--- config.mk ---
export PLATFORM = sky130hd
export DESIGN_NAME = rtmf_ctrl_flat
export DESIGN_NICKNAME = d
export VERILOG_FILES = /design/src/rtmf_pkg.sv /design/src/rtmf_intf.sv /design/src/rtmf_ctrl.sv /design/src/flat_wrapper.sv
export VERILOG_INCLUDE_DIRS = /design/src /design/src/src
export SDC_FILE = /design/constraint.sdc
export NUM_CORES = 1
export LEC_CHECK = 0
export ABC_AREA = 1
export ABC_CLOCK_PERIOD_IN_PS = 9500
export BUFFER_PORTS_ARGS = -buffer_cell sky130_fd_sc_hd__buf_2
export CORE_MARGIN = 4
export CORE_UTILIZATION = 50
export CTS_CLUSTER_SIZE = 30
export DETAILED_ROUTE_END_ITERATION = 10
export PLACE_DENSITY_LB_ADDON = 0.2
export SYNTH_ARGS = -nofsm -noshare
export SYNTH_HDL_FRONTEND = slang
export SYNTH_SLANG_ARGS = --single-unit
--- constraint.sdc ---
create_clock -name clk -period 9.5 [get_ports clk]
set_clock_uncertainty 0.15 [all_clocks]
set_input_delay 0.95 -clock clk [delete_from_list [all_inputs] [get_ports clk]]
set_output_delay 0.95 -clock clk [all_outputs]
set_load 0.005 [all_outputs]
--- src/assert_macros.svh ---
// ----------------------------------------------------------------------------
// assertion macros
// clocked assertions with asynchronous active-low reset disable
// ----------------------------------------------------------------------------
`ifndef ASSERT_MACROS_SVH
`define ASSERT_MACROS_SVH

// property that must hold at every clock edge outside reset
`define RTMF_ASSERT(lbl, clk, rst_n, prop, msg) \
	lbl: assert property (@(posedge clk) disable iff (!rst_n) (prop)) else $error(msg);

// antecedent at one edge implies consequent at the next edge
`define RTMF_ASSERT_NEXT(lbl, clk, rst_n, ante, cons, msg) \
	lbl: assert property (@(posedge clk) disable iff (!rst_n) (ante) |=> (cons)) \
		else $error(msg);

`endif

--- src/rtmf_pkg.sv ---
// ----------------------------------------------------------------------------
// rtmf_pkg
// shared types, widths and codes of the ratio test match filter
// ----------------------------------------------------------------------------
`timescale 1ns / 1ps

package rtmf_pkg;

	localparam int unsigned TABLE_DEPTH     = 256;
	localparam int unsigned NUM_IMAGES      = 64;
	localparam int unsigned TRAIN_PER_IMAGE = 1024;

	localparam int unsigned QUERY_W   = 8;
	localparam int unsigned IMG_W     = $clog2(NUM_IMAGES);
	localparam int unsigned TRAIN_W   = $clog2(TRAIN_PER_IMAGE);
	localparam int unsigned DIST_W    = 9;
	localparam int unsigned CAND_W    = 2;
	localparam int unsigned STATUS_W  = 3;
	localparam int unsigned PCT_W     = 7;
	localparam int unsigned CFG_IDX_W = 4;
	localparam int unsigned PROD_W    = 16;

	localparam logic [PCT_W-1:0] RATIO_DIFF_RST = PCT_W'(75);
	localparam logic [PCT_W-1:0] RATIO_SAME_RST = PCT_W'(85);
	localparam logic [PCT_W-1:0] PCT_SCALE      = PCT_W'(100);

	localparam logic [CFG_IDX_W-1:0] REG_RATIO_DIFF = CFG_IDX_W'(0);
	localparam logic [CFG_IDX_W-1:0] REG_RATIO_SAME = CFG_IDX_W'(1);

	localparam logic [CAND_W-1:0] CAND_NONE = CAND_W'(0);
	localparam logic [CAND_W-1:0] CAND_ONE  = CAND_W'(1);

	typedef enum logic [STATUS_W-1:0] {
		ST_ACCEPTED = 3'd0,
		ST_NONE     = 3'd1,
		ST_RATIO    = 3'd2,
		ST_DUP      = 3'd3,
		ST_FULL     = 3'd4
	} status_t;

	typedef enum logic [2:0] {
		S_IDLE,
		S_MUL,
		S_CHECK,
		S_SCAN,
		S_FIN
	} ctrl_state_t;

	typedef struct packed {
		logic [QUERY_W-1:0] query;
		logic [IMG_W-1:0]   image;
		logic [TRAIN_W-1:0] train;
	} entry_t;

	typedef struct packed {
		logic   launch;
		logic   store;
		entry_t key;
	} chain_ctl_t;

	typedef struct packed {
		logic valid;
		logic dup;
	} chain_sts_t;

	typedef struct packed {
		logic [PCT_W-1:0] diff_pct;
		logic [PCT_W-1:0] same_pct;
	} ratio_cfg_t;

endpackage

--- src/rtmf_intf.sv ---


interface rtmf_req_if;
	logic                         valid;
	logic                         ready;
	logic                         frame_start;
	logic [rtmf_pkg::CAND_W-1:0]  cand_count;
	logic [rtmf_pkg::DIST_W-1:0]  best_distance;
	logic [rtmf_pkg::DIST_W-1:0]  second_distance;
	logic [rtmf_pkg::IMG_W-1:0]   best_image;
	logic [rtmf_pkg::IMG_W-1:0]   second_image;
	logic [rtmf_pkg::TRAIN_W-1:0] best_train_index;
	logic [rtmf_pkg::QUERY_W-1:0] query_index;

	modport source (output valid, frame_start, cand_count, best_distance, second_distance,
		best_image, second_image, best_train_index, query_index, input ready);
	modport sink (input valid, frame_start, cand_count, best_distance, second_distance,
		best_image, second_image, best_train_index, query_index, output ready);
endinterface

interface rtmf_rsp_if;
	logic                          valid;
	logic                          ready;
	logic [rtmf_pkg::STATUS_W-1:0] status;
	logic [rtmf_pkg::QUERY_W-1:0]  out_query_index;
	logic [rtmf_pkg::TRAIN_W-1:0]  out_train_index;
	logic [rtmf_pkg::IMG_W-1:0]    out_image;
	logic [rtmf_pkg::DIST_W-1:0]   out_distance;

	modport source (output valid, status, out_query_index, out_train_index, out_image,
		out_distance, input ready);
	modport sink (input valid, status, out_query_index, out_train_index, out_image,
		out_distance, output ready);
endinterface

--- src/rtmf_ctrl.sv ---
// ----------------------------------------------------------------------------
// rtmf_ctrl
// item sequencer: ratio test, scan launch, table count and result register
// ----------------------------------------------------------------------------
`timescale 1ns / 1ps
`include "assert_macros.svh"

module rtmf_ctrl #(
	parameter int unsigned DEPTH = rtmf_pkg::TABLE_DEPTH,
	parameter int unsigned CNT_W = $clog2(DEPTH + 1)
) (
	input  logic                 clk,
	input  logic                 arst_n,
	rtmf_req_if.sink             req,
	rtmf_rsp_if.source           rsp,
	input  rtmf_pkg::ratio_cfg_t ratio,
	input  rtmf_pkg::chain_sts_t tail,
	output rtmf_pkg::chain_ctl_t ctl,
	output logic [CNT_W-1:0]     count
);

	rtmf_pkg::ctrl_state_t state_q, state_d;

	logic [rtmf_pkg::CAND_W-1:0]  cand_q;
	logic [rtmf_pkg::DIST_W-1:0]  bd_q;
	logic [rtmf_pkg::DIST_W-1:0]  sd_q;
	logic [rtmf_pkg::IMG_W-1:0]   bi_q;
	logic [rtmf_pkg::IMG_W-1:0]   si_q;
	logic [rtmf_pkg::TRAIN_W-1:0] bt_q;
	logic [rtmf_pkg::QUERY_W-1:0] qi_q;

	logic [rtmf_pkg::PROD_W-1:0] prod_best_q;
	logic [rtmf_pkg::PROD_W-1:0] prod_thr_q;
	logic [rtmf_pkg::PCT_W-1:0]  thr;

	rtmf_pkg::status_t status_q;
	rtmf_pkg::status_t fin_status;
	logic              store_q;
	logic [CNT_W-1:0]  count_q;
	logic              full;
	logic              two_cand;
	logic              ratio_ok;

	logic rsp_valid_q;
	logic req_acc;
	logic launch;
	logic rsp_load;
	logic store;

	logic [rtmf_pkg::STATUS_W-1:0] rsp_status_q;
	logic [rtmf_pkg::QUERY_W-1:0]  rsp_query_q;
	logic [rtmf_pkg::TRAIN_W-1:0]  rsp_train_q;
	logic [rtmf_pkg::IMG_W-1:0]    rsp_image_q;
	logic [rtmf_pkg::DIST_W-1:0]   rsp_dist_q;

	assign full     = (count_q == CNT_W'(DEPTH));
	assign two_cand = (cand_q != rtmf_pkg::CAND_NONE) && (cand_q != rtmf_pkg::CAND_ONE);
	assign ratio_ok = (prod_best_q < prod_thr_q);
	assign thr      = (bi_q == si_q) ? ratio.same_pct : ratio.diff_pct;
	assign req_acc  = req.valid && req.ready;

	always_comb begin
		state_d = state_q;
		case (state_q)
			rtmf_pkg::S_IDLE: begin
				if (req.valid) begin
					state_d = rtmf_pkg::S_MUL;
				end
			end
			rtmf_pkg::S_MUL: begin
				state_d = rtmf_pkg::S_CHECK;
			end
			rtmf_pkg::S_CHECK: begin
				if (two_cand && ratio_ok && (count_q != '0)) begin
					state_d = rtmf_pkg::S_SCAN;
				end else begin
					state_d = rtmf_pkg::S_FIN;
				end
			end
			rtmf_pkg::S_SCAN: begin
				if (tail.valid) begin
					state_d = rtmf_pkg::S_FIN;
				end
			end
			rtmf_pkg::S_FIN: begin
				if (!rsp_valid_q || rsp.ready) begin
					state_d = rtmf_pkg::S_IDLE;
				end
			end
			default: begin
				state_d = rtmf_pkg::S_IDLE;
			end
		endcase
	end

	always_comb begin
		req.ready = 1'b0;
		launch    = 1'b0;
		rsp_load  = 1'b0;
		case (state_q)
			rtmf_pkg::S_IDLE: begin
				req.ready = 1'b1;
			end
			rtmf_pkg::S_CHECK: begin
				launch = two_cand && ratio_ok && (count_q != '0);
			end
			rtmf_pkg::S_FIN: begin
				rsp_load = !rsp_valid_q || rsp.ready;
			end
			default: begin
				req.ready = 1'b0;
			end
		endcase
	end

	assign store      = rsp_load && store_q && !full;
	assign fin_status = store_q ? (full ? rtmf_pkg::ST_FULL : rtmf_pkg::ST_ACCEPTED) : status_q;

	always_ff @(posedge clk or negedge arst_n) begin
		if (!arst_n) begin
			state_q     <= rtmf_pkg::S_IDLE;
			count_q     <= '0;
			rsp_valid_q <= 1'b0;
		end else begin
			state_q <= state_d;
			if (req_acc && req.frame_start) begin
				count_q <= '0;
			end else if (store) begin
				count_q <= count_q + 1'b1;
			end
			if (rsp_load) begin
				rsp_valid_q <= 1'b1;
			end else if (rsp.ready) begin
				rsp_valid_q <= 1'b0;
			end
		end
	end

	always_ff @(posedge clk) begin
		if (req_acc) begin
			cand_q <= req.cand_count;
			bd_q   <= req.best_distance;
			sd_q   <= req.second_distance;
			bi_q   <= req.best_image;
			si_q   <= req.second_image;
			bt_q   <= req.best_train_index;
			qi_q   <= req.query_index;
		end
		if (state_q == rtmf_pkg::S_MUL) begin
			prod_best_q <= rtmf_pkg::PROD_W'(bd_q) * rtmf_pkg::PROD_W'(rtmf_pkg::PCT_SCALE);
			prod_thr_q  <= rtmf_pkg::PROD_W'(thr) * rtmf_pkg::PROD_W'(sd_q);
		end
		if (state_q == rtmf_pkg::S_CHECK) begin
			if (cand_q == rtmf_pkg::CAND_NONE) begin
				status_q <= rtmf_pkg::ST_NONE;
				store_q  <= 1'b0;
			end else if (two_cand && !ratio_ok) begin
				status_q <= rtmf_pkg::ST_RATIO;
				store_q  <= 1'b0;
			end else begin
				status_q <= rtmf_pkg::ST_ACCEPTED;
				store_q  <= 1'b1;
			end
		end
		if ((state_q == rtmf_pkg::S_SCAN) && tail.valid && tail.dup) begin
			status_q <= rtmf_pkg::ST_DUP;
			store_q  <= 1'b0;
		end
		if (rsp_load) begin
			rsp_status_q <= fin_status;
			rsp_query_q  <= qi_q;
			// no candidate reports a cleared match
			if (cand_q == rtmf_pkg::CAND_NONE) begin
				rsp_train_q <= '0;
				rsp_image_q <= '0;
				rsp_dist_q  <= '0;
			end else begin
				rsp_train_q <= bt_q;
				rsp_image_q <= bi_q;
				rsp_dist_q  <= bd_q;
			end
		end
	end

	assign ctl.launch          = launch;
	assign ctl.store           = store;
	assign ctl.key.query       = qi_q;
	assign ctl.key.image       = bi_q;
	assign ctl.key.train       = bt_q;
	assign count               = count_q;

	assign rsp.valid           = rsp_valid_q;
	assign rsp.status          = rsp_status_q;
	assign rsp.out_query_index = rsp_query_q;
	assign rsp.out_train_index = rsp_train_q;
	assign rsp.out_image       = rsp_image_q;
	assign rsp.out_distance    = rsp_dist_q;

	`RTMF_ASSERT(a_count_bound, clk, arst_n, count_q <= CNT_W'(DEPTH), "count above table depth")
	`RTMF_ASSERT(a_tail_in_scan, clk, arst_n, !tail.valid || (state_q == rtmf_pkg::S_SCAN),
		"probe left the row outside a scan")
	`RTMF_ASSERT_NEXT(a_store_grows, clk, arst_n, store, count_q == $past(count_q) + 1'b1,
		"store did not advance the count")

endmodule

--- src/flat_wrapper.sv ---
// flat-port wrapper written by rule: the top's interface ports become plain ports
module rtmf_ctrl_flat 
#(
	parameter int unsigned DEPTH = rtmf_pkg::TABLE_DEPTH,
	parameter int unsigned CNT_W = $clog2(DEPTH + 1)
)
  (clk, arst_n, ratio, tail, ctl, count, req_valid, req_frame_start, req_cand_count, req_best_distance, req_second_distance, req_best_image, req_second_image, req_best_train_index, req_query_index, req_ready, rsp_valid, rsp_status, rsp_out_query_index, rsp_out_train_index, rsp_out_image, rsp_out_distance, rsp_ready);
  rtmf_req_if req_i ();
  rtmf_rsp_if rsp_i ();
  input  logic clk;
  input  logic arst_n;
  input  rtmf_pkg::ratio_cfg_t ratio;
  input  rtmf_pkg::chain_sts_t tail;
  output rtmf_pkg::chain_ctl_t ctl;
  output logic [CNT_W-1:0] count;
  input wire logic [$bits(req_i.valid)-1:0] req_valid;
  input wire logic [$bits(req_i.frame_start)-1:0] req_frame_start;
  input wire logic [$bits(req_i.cand_count)-1:0] req_cand_count;
  input wire logic [$bits(req_i.best_distance)-1:0] req_best_distance;
  input wire logic [$bits(req_i.second_distance)-1:0] req_second_distance;
  input wire logic [$bits(req_i.best_image)-1:0] req_best_image;
  input wire logic [$bits(req_i.second_image)-1:0] req_second_image;
  input wire logic [$bits(req_i.best_train_index)-1:0] req_best_train_index;
  input wire logic [$bits(req_i.query_index)-1:0] req_query_index;
  output wire logic [$bits(req_i.ready)-1:0] req_ready;
  output wire logic [$bits(rsp_i.valid)-1:0] rsp_valid;
  output wire logic [$bits(rsp_i.status)-1:0] rsp_status;
  output wire logic [$bits(rsp_i.out_query_index)-1:0] rsp_out_query_index;
  output wire logic [$bits(rsp_i.out_train_index)-1:0] rsp_out_train_index;
  output wire logic [$bits(rsp_i.out_image)-1:0] rsp_out_image;
  output wire logic [$bits(rsp_i.out_distance)-1:0] rsp_out_distance;
  input wire logic [$bits(rsp_i.ready)-1:0] rsp_ready;
  assign req_i.valid = req_valid;
  assign req_i.frame_start = req_frame_start;
  assign req_i.cand_count = req_cand_count;
  assign req_i.best_distance = req_best_distance;
  assign req_i.second_distance = req_second_distance;
  assign req_i.best_image = req_best_image;
  assign req_i.second_image = req_second_image;
  assign req_i.best_train_index = req_best_train_index;
  assign req_i.query_index = req_query_index;
  assign req_ready = req_i.ready;
  assign rsp_valid = rsp_i.valid;
  assign rsp_status = rsp_i.status;
  assign rsp_out_query_index = rsp_i.out_query_index;
  assign rsp_out_train_index = rsp_i.out_train_index;
  assign rsp_out_image = rsp_i.out_image;
  assign rsp_out_distance = rsp_i.out_distance;
  assign rsp_i.ready = rsp_ready;
  rtmf_ctrl #(.DEPTH(DEPTH), .CNT_W(CNT_W)) u_core (.clk(clk), .arst_n(arst_n), .req(req_i), .rsp(rsp_i), .ratio(ratio), .tail(tail), .ctl(ctl), .count(count));
endmodule
# After elaboration in Yosys (flattened, before gate mapping)
# Cells that the tools add are included.
[word_totals]
in_bits = 71
latch_bits = 0
register_bits = 133
out_inout_bits = 73
wordCells = 73
mem_count = 0
romBits = 0
ramBits = 0
[classes]
mul = 2
shifts = 0
div = 0
add_sub_neg = 1
magnitude_cmp = 1
bitwise_logic = 0
eq_ne = 10
n_mux = 19
reduce_logical = 21
[ops]
columns = ["operator", "count"]
rows = [
  ["two-way mux 3 bit", 7],
  ["two-way mux 9 bit", 2],
  ["< comparator 16 bit", 1],
  ["multiplier 7 x 9 -> 16 bit", 1],
  ["case mux 3 bit (5 select lines)", 1],
  ["multiplier 9 x 5 -> 14 bit (second input constant)", 1],
  ["logical AND 1 bit", 10],
  ["adder 9 x 1 -> 9 bit (second input constant)", 1],
  ["== test 9 bit (second input constant)", 1],
  ["nonzero test 9 bit", 1],
  ["two-way mux 1 bit", 7],
  ["two-way mux 7 bit", 1],
  ["== test 3 x 2 -> 1 bit (second input constant)", 2],
  ["== test 6 bit", 1],
  ["nonzero test 2 bit", 3],
  ["!= test 2 x 1 -> 1 bit (second input constant)", 2],
  ["!= test 2 bit (second input constant)", 2],
  ["== test 3 x 1 -> 1 bit (second input constant)", 1],
  ["== test 3 bit (second input constant)", 1],
  ["logical NOT 1 bit", 3],
  ["logical NOT 3 bit", 1],
  ["AND reduction 3 bit", 1],
  ["logical NOT 2 bit", 1],
  ["two-way mux 2 bit", 1],
  ["logical OR 1 bit", 1],
]

# Logic depth before layout (Yosys ltp)
[logic_depth]
word_depth = 7
mapped_depth = 28
mapped_depth_nobuf = 27

# Worst setup path after synthesis
# OpenSTA, ideal clock, no wires.
[synth_timing]
kind = "input -> register"
from = "in ratio[13] in the netlist's numbering"
to = "reg u_core.prod_thr_q[9] in the netlist's numbering (data pin)"
t_required_ps = 9091
cell_stages = 19
arrival_time_ps = 4528
path_buffers = 0
setup_time_ps = 259
setup_slack_ps = 4563
cell_sequence = "inv_1 -> nand2_1 -> o21ai_4 -> or2_1 -> fa_1 -> fa_1 -> inv_1 -> fa_1 -> inv_1 -> fa_1 -> inv_1 -> ha_1 -> nand2_1 -> inv_1 -> nand2_1 -> nand4_1 -> nand3_1 -> nand2_1 -> xor2_1"
[synth_between]
elab_chain_cells = 2
[synth_rtl]
columns = ["item", "line_no", "text"]
rows = [
  ["start: declaration", "flat_wrapper.sv:12", "input rtmf_pkg::ratio_cfg_t ratio;"],
  ["two-way mux 7 bit", "rtmf_ctrl.sv:59", "assign thr = (bi_q == si_q) ? ratio.same_pct : ratio.diff_pct;"],
  ["multiplier 7 x 9 -> 16 bit", "rtmf_ctrl.sv:151", "prod_thr_q <= rtmf_pkg::PROD_W'(thr) * rtmf_pkg::PROD_W'(sd_q);"],
  ["end signal: assignment", "rtmf_ctrl.sv:151", ""],
  ["end: declaration", "rtmf_ctrl.sv:33", "logic [rtmf_pkg::PROD_W-1:0] prod_thr_q;"],
]
# Every way passes these cells.
# A chain may end at the register's enable or synchronous reset.

# Final worst setup path
[layout_timing]
from = "reg u_core.bi_q[1] in the netlist's numbering"
to = "reg u_core.prod_thr_q[13] in the netlist's numbering (data pin)"
[layout_between]
elab_chain_cells = 3
[layout_rtl]
columns = ["item", "line_no", "text"]
rows = [
  ["start: declaration", "rtmf_ctrl.sv:27", "logic [rtmf_pkg::IMG_W-1:0] bi_q;"],
  ["start signal: assignment", "rtmf_ctrl.sv:144", "bi_q <= req.best_image;"],
  ["== test 6 bit", "rtmf_ctrl.sv:59", ""],
  ["two-way mux 7 bit", "rtmf_ctrl.sv:59", ""],
  ["multiplier 7 x 9 -> 16 bit", "rtmf_ctrl.sv:151", ""],
]
# Every way passes these cells.

==> impl_metrics.tcl <==
set metrics [dict create \
    area_growth_pct 19.6 \
    clock.fmax_ghz 0.186 \
    grt_pass1_vias 5241 \
    grt_max_degree 45 \
    place_hpwl_mm 11.6 \
    r2r_setup_slack_ns 4.12 \
    clkPwrFrac_pct 19.2 \
    drt_iter0_drc 263 \
    drv_cap 0 \
    cts.sinks 132 \
    power_density_nw_per_um2 354 \
    drt-vias-per-instance 4.78 \
    cp_slowest_stage_delay_ns 0.54 \
    crit-reg2reg-capture "u_core.prod_thr_q[13]" \
    holdWs_ns 0.271 \
    clkLatencyLatePin_ns 0.42 \
    layout_common_cells "inv_1, buf_2, edfxtp_1" \
    design.portCount 144 \
    syn_area_per_cell_um2 10.6 \
    yosysWarnings 0 \
    crit_top_cell "nand2_1" \
    pre_cts_ws_ns 4.09 \
    worstMarginPinSlew_ns 1.13 \
    hold_viol_final 0 \
    worst-path-max-fanout 14 \
    ys_ff_latch 132 \
    num_antenna_cells 0 \
    slew_headroom_pct 24.8 \
    end_kind "flip-flop" \
    slew_viol_final 0 \
    layout.nets 1103 \
    worst_ep_arrival_time_ns 5.40 \
    drive_above_1_share_pct 21.0 \
    n_fill_cell 1339 \
    status "completed" \
    critical_path_buf_inv_count 5 \
    ant_nets 0 \
    antenna_found_initial 0 \
    leakage_nw 4.66 \
    numCtsBuffers 17 \
    netlist_area_um2 8010 \
    io_buffers 143 \
    worst-r2r-cell-count 26 \
    crit_slowest_cell "fa_1" \
    clk_pin_slew_ns 0.06 \
    rows 46 \
    rsz0062_at_grt "no" \
    grt.total_usage_pct 16.9 \
    cts_setup_buffers 0 \
    cts-resized-gates 0 \
    vias 5463 \
    routed_wl_mm 15.0 \
    synth_cell_type_count 34 \
    final_common_cell "inv_1" \
    overflow 0 \
    p_seq_share_pct 29.5 \
    final.min_clock_period_ns 5.38 \
    start_util_pct 50.8 \
    cts_tree "done" \
    chipHeight_um 135 \
    coreArea_um2 15800 \
    ys_seq_area_share_pct 48.3 \
    drcViolationCount 0 \
    gp_congestion 0.828 \
    path_class "flip-flop to flip-flop" \
    cell_internal_pwr_mw 2.03 \
    ctsHoldBuffers 0 \
    first_pass_iters 4 \
    hold_class "input port to asynchronous set/reset pin" \
    cts_max_level 4 \
    fin_crit_sh_pct 56.7 \
    die_x_um 135 \
    wire_per_inst_um 13.1 \
    r2r_start "u_core.bi_q[1]" \
    p_switching_mw 1.36 \
    ir_drop_uv 158 \
    cp.required_ns 9.52 \
    finalWorstSetupSlack_ns 4.12 \
    setup_viol 0 \
    syn_nets 943 \
    grt_pass1_wl_mm 24.4 \
    pwr-share-comb_pct 51.3 \
    cpLargestDelayFamily "adder cells" \
    clockBufferDepth 2 \
    dieArea_um2 18100 \
    synthesis.instances 753 \
    startpoint_type "flip-flop" \
    switching_share_pct 40.1 \
    tns_ns 0 \
    clockRootBuffer "clkbuf_16" \
]
## how the worst max path moves through the flow
stage	from	end	slack, ns	cells past startpoint
6_report	u_core.bi_q[1]	u_core.prod_thr_q[13]	4.12	26
3_3_place_gp	u_core.bi_q[1]	u_core.prod_thr_q[9]	4.23	22
4_1_cts	u_core.bi_q[1]	u_core.prod_thr_q[15]	4.08	22
2_1_floorplan	ratio[13]	u_core.prod_thr_q[9]	4.56	19
3_5_place_dp	u_core.bi_q[1]	u_core.prod_thr_q[13]	4.09	25
5_1_grt	u_core.bi_q[3]	u_core.prod_thr_q[15]	3.70	23
## per-stage QoR
step | std cells | utilization (%) | power [mW] | area, um^2
2_1_floorplan | 753 | - | 2.34 | 8010
3_3_place_gp | 1110 | 57.0 | 2.72 | 8990
3_5_place_dp | 1110 | 57.0 | 2.76 | 8990
4_1_cts | 1142 | 60.7 | 3.44 | 9580
5_1_grt | 1142 | 60.7 | 3.74 | 9580
6_report | 1142 | 60.7 | 3.39 | 9580
## flip-flops by register name, summed over array words and instances (netlist names), 8 cells and up
register and cells:
u_core.rsp.out_train_index 10, u_core.count 9, u_core.rsp.out_query_index 8, u_core.bd_q 9, u_core.prod_thr_q 16, u_core.rsp.out_distance 9
u_core.sd_q 9, u_core.prod_best_q 14, u_core.bt_q 10, u_core.qi_q 8
## worst register-to-register path: stages, from the launching register on
cell      delay [ns]
edfxtp_1        0.37
inv_1           0.07
nand2_1         0.06
nand4_1         0.09
nor2_1          0.13
nand2_2         0.32
nand2_1         0.23
o21ai_4         0.11
or2_1           0.26
fa_1            0.51
fa_1            0.55
inv_1           0.06
fa_1            0.54
inv_1           0.06
fa_1            0.52
inv_1           0.04
ha_1            0.35
nand2_1         0.12
inv_1           0.04
nand2_1         0.07
nand3_1         0.07
nand2_1         0.07
nand3_1         0.10
nand2_1         0.09
nand2_1         0.05
nand2_1         0.05
nand2_1         0.04
## synth_stat cells
| master | count | area, um^2 |
|---|---|---|
| inv_1 | 144 | 541 |
| ha_1 | 81 | 1010 |
| edfxtp_1 | 116 | 3480 |
| clkbuf_1 | 2 | 7.51 |
| o21ai_0 | 14 | 70.1 |
| o21ai_4 | 7 | 114 |
| o31ai_1 | 1 | 7.51 |
| nand3_2 | 1 | 10.0 |
| buf_4 | 2 | 15.0 |
| nor3_2 | 1 | 10.0 |
| dfxtp_1 | 3 | 60.1 |
| nand2_2 | 2 | 12.5 |
| nand2_1 | 97 | 364 |
| a31oi_1 | 2 | 12.5 |
| dfrtp_1 | 13 | 325 |
| fa_1 | 38 | 761 |
| nor2_1 | 105 | 394 |
| nor2_2 | 1 | 6.26 |
| o211ai_1 | 2 | 15.0 |
| or2_1 | 15 | 93.8 |
| nor3_1 | 9 | 45.0 |
| xor2_1 | 22 | 193 |
| nand4_1 | 8 | 50.1 |
| buf_12 | 1 | 20.0 |
| xnor2_1 | 5 | 43.8 |
| o21a_1 | 1 | 7.51 |
| inv_2 | 1 | 3.75 |
| nand2_4 | 3 | 33.8 |
| a21oi_1 | 23 | 115 |
| a21o_1 | 2 | 15.0 |
| nand3_1 | 26 | 130 |
| or2_2 | 1 | 6.26 |
| nand3b_1 | 2 | 15.0 |
| o21bai_1 | 2 | 15.0 |
## power groups by stage
stage | clock network [mW] | logic, mW | registers [mW]
final | 0.650 | 1.74 | 1.00
after global routing | 0.692 | 2.03 | 1.02
after CTS | 0.663 | 1.77 | 1.00
after detailed placement | 0 | 1.75 | 1.01
after global placement | 0 | 1.71 | 1.01
after floorplan | 0 | 1.33 | 1.01
## metal layers
layer	up-vias	global-route usage, %	wire length, um
met5	-	0	0
met4	0	4.92	174
met3	12	4.02	777
met2	117	28.9	7570
met1	2567	21.7	6490
li1	2767	-	-
## cells by family after synthesis
kind of cell	count (synthesis)	share of synthesized area [%]
AO/OA/AOI/OAI	54	4.64
XOR/XNOR	27	2.95
adder cells (fa/ha/maj)	119	22.2
buffers and inverters	150	7.33
flip-flops	132	48.3
AND/OR/NAND/NOR	271	14.6
## area by class of cell
type                       instances  area, um^2  area share, %
clock buffer                      18         429           4.48
inverter                         145         544           5.68
sequential                       132        3870           40.4
clock inverter                    14         161           1.69
tap                              216         270           2.82
multi-input combinational        471        3570           37.2
timing repair buffer             146         738           7.71
No activity file was read; power rests on OpenSTA's default activity.
